[config.mk]
export PLATFORM = sky130hd
export DESIGN_NAME = bounded_integer_set_table
export DESIGN_NICKNAME = d
export VERILOG_FILES = /design/src/bist_pkg.sv /design/src/bounded_integer_set_table.sv /design/src/bist_ram.sv
export SDC_FILE = /design/constraint.sdc
export NUM_CORES = 1
export LEC_CHECK = 0
export BUFFER_PORTS_ARGS = -buffer_cell sky130_fd_sc_hd__buf_2
export CORE_ASPECT_RATIO = 1.4
export CORE_MARGIN = 3
export CORE_UTILIZATION = 55
export DETAILED_ROUTE_END_ITERATION = 12
export PLACE_DENSITY = 0.83
export SYNTH_ARGS = -nofsm -noshare
export SYNTH_HDL_FRONTEND = slang
export SYNTH_SLANG_ARGS = --single-unit
[constraint.sdc]
create_clock -name clk_i -period 7.5 [get_ports clk_i]
set_clock_uncertainty 0.15 [all_clocks]
set_input_delay 0.75 -clock clk_i [delete_from_list [all_inputs] [get_ports clk_i]]
set_output_delay 0.75 -clock clk_i [all_outputs]
set_load 0.02 [all_outputs]
[src/bist_pkg.sv]
// Shared types and codes for the bounded integer set table.
package bist_pkg;

  // Request codes; the spare code behaves as a query
  localparam logic [1:0] KIND_INSERT = 2'd0;
  localparam logic [1:0] KIND_REMOVE = 2'd1;
  localparam logic [1:0] KIND_QUERY  = 2'd2;

  // Register map (word index) and reset values
  localparam logic       REG_CAPACITY = 1'b0;
  localparam logic [4:0] CAPACITY_RESET = 5'd16;

  typedef struct packed {
    logic [1:0]         kind;
    logic signed [31:0] value;
  } in_item_t;

  typedef struct packed {
    logic       found;
    logic       accepted;
    logic [4:0] count;
  } out_item_t;

endpackage

[src/bounded_integer_set_table.sv]
// Top level of the bounded integer set table: sequencer, valid bits, count and result register.
//
//   channel  dir  handshake              payload
//   in       in   in_valid_i/in_stall_o  bist_pkg::in_item_t  (kind, value)
//   out      out  out_valid_o/out_stall_i bist_pkg::out_item_t (found, accepted, count)
//   cfg      in   APB psel/penable/pready capacity at byte address 0
//
// Each item passes through an idle state that takes it, a scan state that reads one slot
// a cycle through the single read port of the value RAM, a drain state for the last compare,
// and an update state. Reset clears the valid bits, the count and the sequencer at once;
// capacity returns to 16. A stalled result holds in the output register; a new item is
// taken meanwhile, and its update waits until that result goes.
module bounded_integer_set_table #(
  parameter int MAX_ENTRIES = 16
) (
  input  logic                clk_i,
  input  logic                rst_ni,
  // Request channel
  input  logic                in_valid_i,
  output logic                in_stall_o,
  input  bist_pkg::in_item_t  in_item_i,
  // Result channel
  output logic                out_valid_o,
  input  logic                out_stall_i,
  output bist_pkg::out_item_t out_item_o,
  // Configuration port
  input  logic                psel,
  input  logic                penable,
  input  logic                pwrite,
  input  logic [2:0]          paddr,
  input  logic [31:0]         pwdata,
  output logic [31:0]         prdata,
  output logic                pready
);

  localparam int IW = (MAX_ENTRIES > 1) ? $clog2(MAX_ENTRIES) : 1;
  localparam int CW = $clog2(MAX_ENTRIES + 1);
  localparam int LW = (CW > 5) ? CW : 5;
  localparam logic [IW-1:0] LAST_IDX = IW'(MAX_ENTRIES - 1);
  localparam logic [LW-1:0] MAX_CNT  = LW'(MAX_ENTRIES);

  localparam logic [1:0] S_IDLE   = 2'd0;
  localparam logic [1:0] S_SCAN   = 2'd1;
  localparam logic [1:0] S_DRAIN  = 2'd2;
  localparam logic [1:0] S_UPDATE = 2'd3;

  logic [1:0]             state_q, state_d;
  logic [IW-1:0]          idx_q, idx_d;
  logic                   cmp_vld_q, cmp_vld_d;
  logic [IW-1:0]          cmp_idx_q;
  logic                   hit_q, hit_d;
  logic [IW-1:0]          hit_idx_q, hit_idx_d;
  logic                   free_q, free_d;
  logic [IW-1:0]          free_idx_q, free_idx_d;
  logic [1:0]             kind_q;
  logic [31:0]            value_q;
  logic [MAX_ENTRIES-1:0] valid_q, valid_d;
  logic [CW-1:0]          count_q, count_d;
  logic [4:0]             cap_q;
  logic                   out_valid_q;
  bist_pkg::out_item_t    out_item_q;
  logic [31:0]            rdata;
  logic                   in_acc, commit, ins_ok, rem_ok;
  logic [LW-1:0]          cap_ext, limit, count_ext;
  logic                   cfg_wr;

  // Value store, scanned one slot a cycle
  bist_ram #(
    .WIDTH(32),
    .DEPTH(MAX_ENTRIES)
  ) u_values (
    .clk_i  (clk_i),
    .we_i   (commit && ins_ok),
    .waddr_i(free_idx_q),
    .wdata_i(value_q),
    .raddr_i(idx_q),
    .rdata_o(rdata)
  );

  // Configuration access
  assign pready = 1'b1;
  assign cfg_wr = psel && penable && pwrite && pready;
  assign prdata = (paddr[2] == bist_pkg::REG_CAPACITY) ? {27'd0, cap_q} : 32'd0;

  always_ff @(posedge clk_i or negedge rst_ni) begin
    if (!rst_ni) begin
      cap_q <= bist_pkg::CAPACITY_RESET;
    end else if (cfg_wr && (paddr[2] == bist_pkg::REG_CAPACITY)) begin
      cap_q <= pwdata[4:0];
    end
  end

  // Handshakes
  assign in_stall_o  = (state_q != S_IDLE);
  assign in_acc      = in_valid_i && !in_stall_o;
  assign commit      = (state_q == S_UPDATE) && (!out_valid_q || !out_stall_i);
  assign out_valid_o = out_valid_q;
  assign out_item_o  = out_item_q;

  // Decide the update from the scan outcome
  assign cap_ext   = LW'(cap_q);
  assign limit     = (cap_ext < MAX_CNT) ? cap_ext : MAX_CNT;
  assign count_ext = LW'(count_q);
  assign ins_ok    = (kind_q == bist_pkg::KIND_INSERT) && (count_ext < limit) && free_q;
  assign rem_ok    = (kind_q == bist_pkg::KIND_REMOVE) && hit_q;

  // Sequencer and scan bookkeeping
  always_comb begin
    state_d    = state_q;
    idx_d      = idx_q;
    cmp_vld_d  = 1'b0;
    hit_d      = hit_q;
    hit_idx_d  = hit_idx_q;
    free_d     = free_q;
    free_idx_d = free_idx_q;
    valid_d    = valid_q;
    count_d    = count_q;

    // Record the lowest matching slot, one compare a cycle
    if (cmp_vld_q && !hit_q && valid_q[cmp_idx_q] && (rdata == value_q)) begin
      hit_d     = 1'b1;
      hit_idx_d = cmp_idx_q;
    end

    unique case (state_q)
      S_IDLE: begin
        if (in_acc) begin
          state_d = S_SCAN;
          idx_d   = '0;
          hit_d   = 1'b0;
          free_d  = 1'b0;
        end
      end
      S_SCAN: begin
        cmp_vld_d = 1'b1;
        // Record the lowest free slot
        if (!free_q && !valid_q[idx_q]) begin
          free_d     = 1'b1;
          free_idx_d = idx_q;
        end
        if (idx_q == LAST_IDX) begin
          state_d = S_DRAIN;
        end else begin
          idx_d = idx_q + 1'b1;
        end
      end
      S_DRAIN: begin
        state_d = S_UPDATE;
      end
      S_UPDATE: begin
        if (commit) begin
          state_d = S_IDLE;
          if (ins_ok) begin
            valid_d[free_idx_q] = 1'b1;
            count_d             = count_q + 1'b1;
          end else if (rem_ok) begin
            valid_d[hit_idx_q] = 1'b0;
            count_d            = count_q - 1'b1;
          end
        end
      end
      default: state_d = S_IDLE;
    endcase
  end

  always_ff @(posedge clk_i or negedge rst_ni) begin
    if (!rst_ni) begin
      state_q   <= S_IDLE;
      cmp_vld_q <= 1'b0;
      hit_q     <= 1'b0;
      free_q    <= 1'b0;
      valid_q   <= '0;
      count_q   <= '0;
    end else begin
      state_q   <= state_d;
      cmp_vld_q <= cmp_vld_d;
      hit_q     <= hit_d;
      free_q    <= free_d;
      valid_q   <= valid_d;
      count_q   <= count_d;
    end
  end

  // Scan payload
  always_ff @(posedge clk_i) begin
    idx_q      <= idx_d;
    cmp_idx_q  <= idx_q;
    hit_idx_q  <= hit_idx_d;
    free_idx_q <= free_idx_d;
    if (in_acc) begin
      kind_q  <= in_item_i.kind;
      value_q <= $unsigned(in_item_i.value);
    end
  end

  // Result register
  always_ff @(posedge clk_i or negedge rst_ni) begin
    if (!rst_ni) begin
      out_valid_q <= 1'b0;
    end else if (commit) begin
      out_valid_q <= 1'b1;
    end else if (!out_stall_i) begin
      out_valid_q <= 1'b0;
    end
  end

  always_ff @(posedge clk_i) begin
    if (commit) begin
      out_item_q.found    <= hit_q;
      out_item_q.accepted <= ins_ok || rem_ok;
      out_item_q.count    <= 5'(count_d);
    end
  end

  // Count tracks the valid bits exactly
  a_count_matches_valid: assert property (@(posedge clk_i) disable iff (!rst_ni)
    $countones(valid_q) == 32'(count_q))
    else $error("count differs from number of valid slots");

  // Count never exceeds the table depth
  a_count_bound: assert property (@(posedge clk_i) disable iff (!rst_ni)
    LW'(count_q) <= MAX_CNT)
    else $error("count above table depth");

  // A query leaves the table untouched
  a_query_no_change: assert property (@(posedge clk_i) disable iff (!rst_ni)
    (commit && (kind_q != bist_pkg::KIND_INSERT) && (kind_q != bist_pkg::KIND_REMOVE))
    |=> $stable(valid_q) && $stable(count_q))
    else $error("query changed the table");

  // A committed update always presents a result
  a_commit_result: assert property (@(posedge clk_i) disable iff (!rst_ni)
    commit |=> out_valid_o)
    else $error("update without result");

  // An insert is taken only below the effective capacity
  a_insert_limit: assert property (@(posedge clk_i) disable iff (!rst_ni)
    (commit && ins_ok) |-> (count_ext < limit) && !valid_q[free_idx_q])
    else $error("insert beyond capacity or into a used slot");

endmodule

[src/bist_ram.sv]
// Generic single-write, single-read RAM with registered read data.
module bist_ram #(
  parameter int WIDTH = 32,
  parameter int DEPTH = 16
) (
  input  logic                                     clk_i,
  input  logic                                     we_i,
  input  logic [((DEPTH > 1) ? $clog2(DEPTH) : 1)-1:0] waddr_i,
  input  logic [WIDTH-1:0]                         wdata_i,
  input  logic [((DEPTH > 1) ? $clog2(DEPTH) : 1)-1:0] raddr_i,
  output logic [WIDTH-1:0]                         rdata_o
);

  logic [WIDTH-1:0] mem_q [DEPTH];

  // Write port
  always_ff @(posedge clk_i) begin
    if (we_i) begin
      mem_q[waddr_i] <= wdata_i;
    end
  end

  // Registered read port
  always_ff @(posedge clk_i) begin
    rdata_o <= mem_q[raddr_i];
  end

endmodule

==> results_dict.tcl <==
set metrics [dict create \
    status "complete, no violations" \
    path_cells "inv_1, nand2_1, ha_1, a211oi_1, o21a_1, o211ai_2, nor3_4, buf_4" \
    cts_max_level 2 \
    ant_nets 0 \
    layoutNonFillerInstCount 1782 \
    worstPathMaxFanout 19 \
    peakVddDrop_v 0.000216 \
    fin_crit_sh_pct 55.6 \
    clock_tree.root_cell "clkbuf_16" \
    io_buffer_count 60 \
    cap_violations 0 \
    grt_pass1_vias 11900 \
    wl_per_cell_um 29.2 \
    place_inst 1678 \
    cp-end-kind "flip-flop" \
    worst_pin_slew_ns 1.18 \
    period_minus_slack_ns 4.17 \
    cts_sinks 633 \
    ys_async_sr_fraction_pct 5.06 \
    synthCells 1082 \
    place.gp.congestion 0.832 \
    yosysUniqueCellTypes 56 \
    relSlewSlack_pct 21.4 \
    dpl.hpwl_um 26100 \
    synth_top_area_cell "edfxtp_1" \
    areaGrowthSynthToFinish_pct 11.8 \
    drt_iter0_drc 1404 \
    critPathRequiredTime_ns 7.57 \
    synthTopCellsByArea "edfxtp_1, mux4_2, dfrtp_1, dfxtp_1, xor2_1" \
    num_antenna_cells 0 \
    fin_nets 1271 \
    drive_above_1_share_pct 30.5 \
    grt_setup_unrepaired "false" \
    syn_area_per_cell_sq_um 22.4 \
    synth_commonest_cells "edfxtp_1, mux4_2, dfxtp_1" \
    nFillCells 2670 \
    tns_ns 0 \
    ys_ff_latch 633 \
    fp.dieH_um 254 \
    clk_pin_slew_worst_paths_ns 0.07 \
    synthMostInstantiatedCell "edfxtp_1" \
    cts_tree "yes" \
    avgViaCountPerCell 6.46 \
    ys_seq_area_share_pct 76.3 \
    ff2ff_path_depth 8 \
    ys_warn_count 0 \
    crit_slowest_cell "nor3_4" \
    core_sq_um 43400 \
    antenna_found_initial 0 \
    grt_max_degree 68 \
    vias 11500 \
    io_pins 118 \
    hp-class "in2async" \
    hold_viol 0 \
    synth-edff-count 565 \
    maxSlewViolCount 0 \
    gr-total-overflow 0 \
    cts_buffer_depth 3 \
    initial_core_util_pct 55.9 \
    netlist_area_sq_um 24200 \
    cts_resized 0 \
    drc 0 \
    die-area_sq_um 46600 \
    slowest_delay_ns 1.10 \
    critPathArrivalTime_ns 4.24 \
    worstSetupStartpointType "flip-flop" \
    fmax_mhz 240 \
    power.density_nw_per_um2 352 \
    grt_pass1_wl_um 77100 \
    track_usage_pct 22.6 \
    hold_buffers 0 \
    crit_type "reg2reg" \
    setup-violations-final 0 \
    fp.dieW_um 183 \
    synth_top_cell_area_share_pct 70.0 \
    synth_flop_cell "edfxtp_1" \
    postCtsSetupBuffers 0 \
    num_rows 90 \
    drt_pass1_iterations 5 \
    leakage_nw 8.86 \
    cts_made_buffers 55 \
    wl_um 52100 \
    clk_latency_ns 0.59 \
]
stage by stage:
step / power (mW) / cell area [sq um] / setup WS (ns) / hold WS [ns] / utilization, %
detailed placement: 6.64 / 25200 / 3.43 / 0.292 / 58.1
global route: 9.86 / 27100 / 3.16 / 0.121 / 62.4
finish: 9.54 / 27100 / 3.33 / 0.0844 / 62.4
CTS: 9.61 / 27100 / 3.34 / 0.0856 / 62.4
global placement: 6.55 / 25200 / 3.50 / 0.292 / 58.1
floorplan: 6.12 / 24300 / 2.13 / 0.213 / -
power breakdown:
group	internal [mW]	switching [mW]	leakage, nW	total [mW]
logic	1.05	1.03	2.13	2.08
clock network	1.70	1.25	0.917	2.95
registers	4.22	0.289	5.81	4.51
total	6.96	2.57	8.86	9.54
registers in the layout, summed over array words and instances (netlist names), 5 cells and up:
register	cells
u_values.mem_q	512
u_values.rdata_o	32
value_q	32
valid_q	16
out_item_o	7
cap_ext	5
count_ext	5
cell families after synthesis:
logic type / synth area share, %
buffers and inverters: 2.00
AOI/OAI and AO/OA: 1.26
muxes: 16.1
adders and majority gates: 0.620
DFF: 76.3
xor gates and xnor gates: 1.37
other: 0.0310
and+or+nand+nor: 2.31
path summary, 6_finish.rpt:
path | startpoint | to | slack, ns
worst max-delay path | cap_ext[4] | u_values.mem_q[12][6] | 3.33
worst min-delay path | rst_ni | cap_ext[0] | 0.08
worst max register to register | cap_ext[4] | u_values.mem_q[12][6] | 3.33
worst min register to register | cmp_idx_q[1] | hit_idx_q[1] | 0.30
max in group asynchronous | rst_ni | valid_q[8] | 6.64
min in group clk_i | in_item_i[9] | value_q[9] | 0.19
cells in the final DEF, fill, tap and decap left out, drive strengths merged, types with 4 or more instances in the layout:
master      n
nand2      18
clkinv     25
nand2b      9
xnor2       6
xor2       32
dfrtp      31
ha         12
and2        4
nor3b       4
bufinv      9
a21oi       5
conb       28
o21a        6
o21ai      13
nor4       12
nor3       10
nand3       8
inv        11
nor2       17
buf        87
mux4      169
mux2        6
clkbuf     64
dfxtp      36
nor2b       5
o22a        6
clkinvlp    6
edfxtp    565
per-layer routing:
metal	vias to the layer above	part of all wire, %	track usage [%]
met5	-	0	0
met4	0	5.0	11.3
met3	169	8.3	4.11
met2	763	51	37.4
met1	5954	36	29.5
li1	4630	-	-
cell type report:
class	instances	area (sq um)	share of cell area, %
repair buffers	87	503	1.86
clock buffers	64	1440	5.32
well taps	552	691	2.55
inverters	11	41.3	0.153
flip-flops and latches	633	18500	68.3
multi-input cells	395	5450	20.1
clock inverters	40	457	1.69
worst max-delay path, delay by kind of cell, from the launching register on:
kind | cells | cell delay [ns]
flops | 1 | 0.54
fa+ha+maj | 1 | 0.25
simple gates | 2 | 1.17
compound gates | 3 | 1.03
buf+inv | 2 | 0.65
No activity file was read; power rests on OpenSTA's default activity.
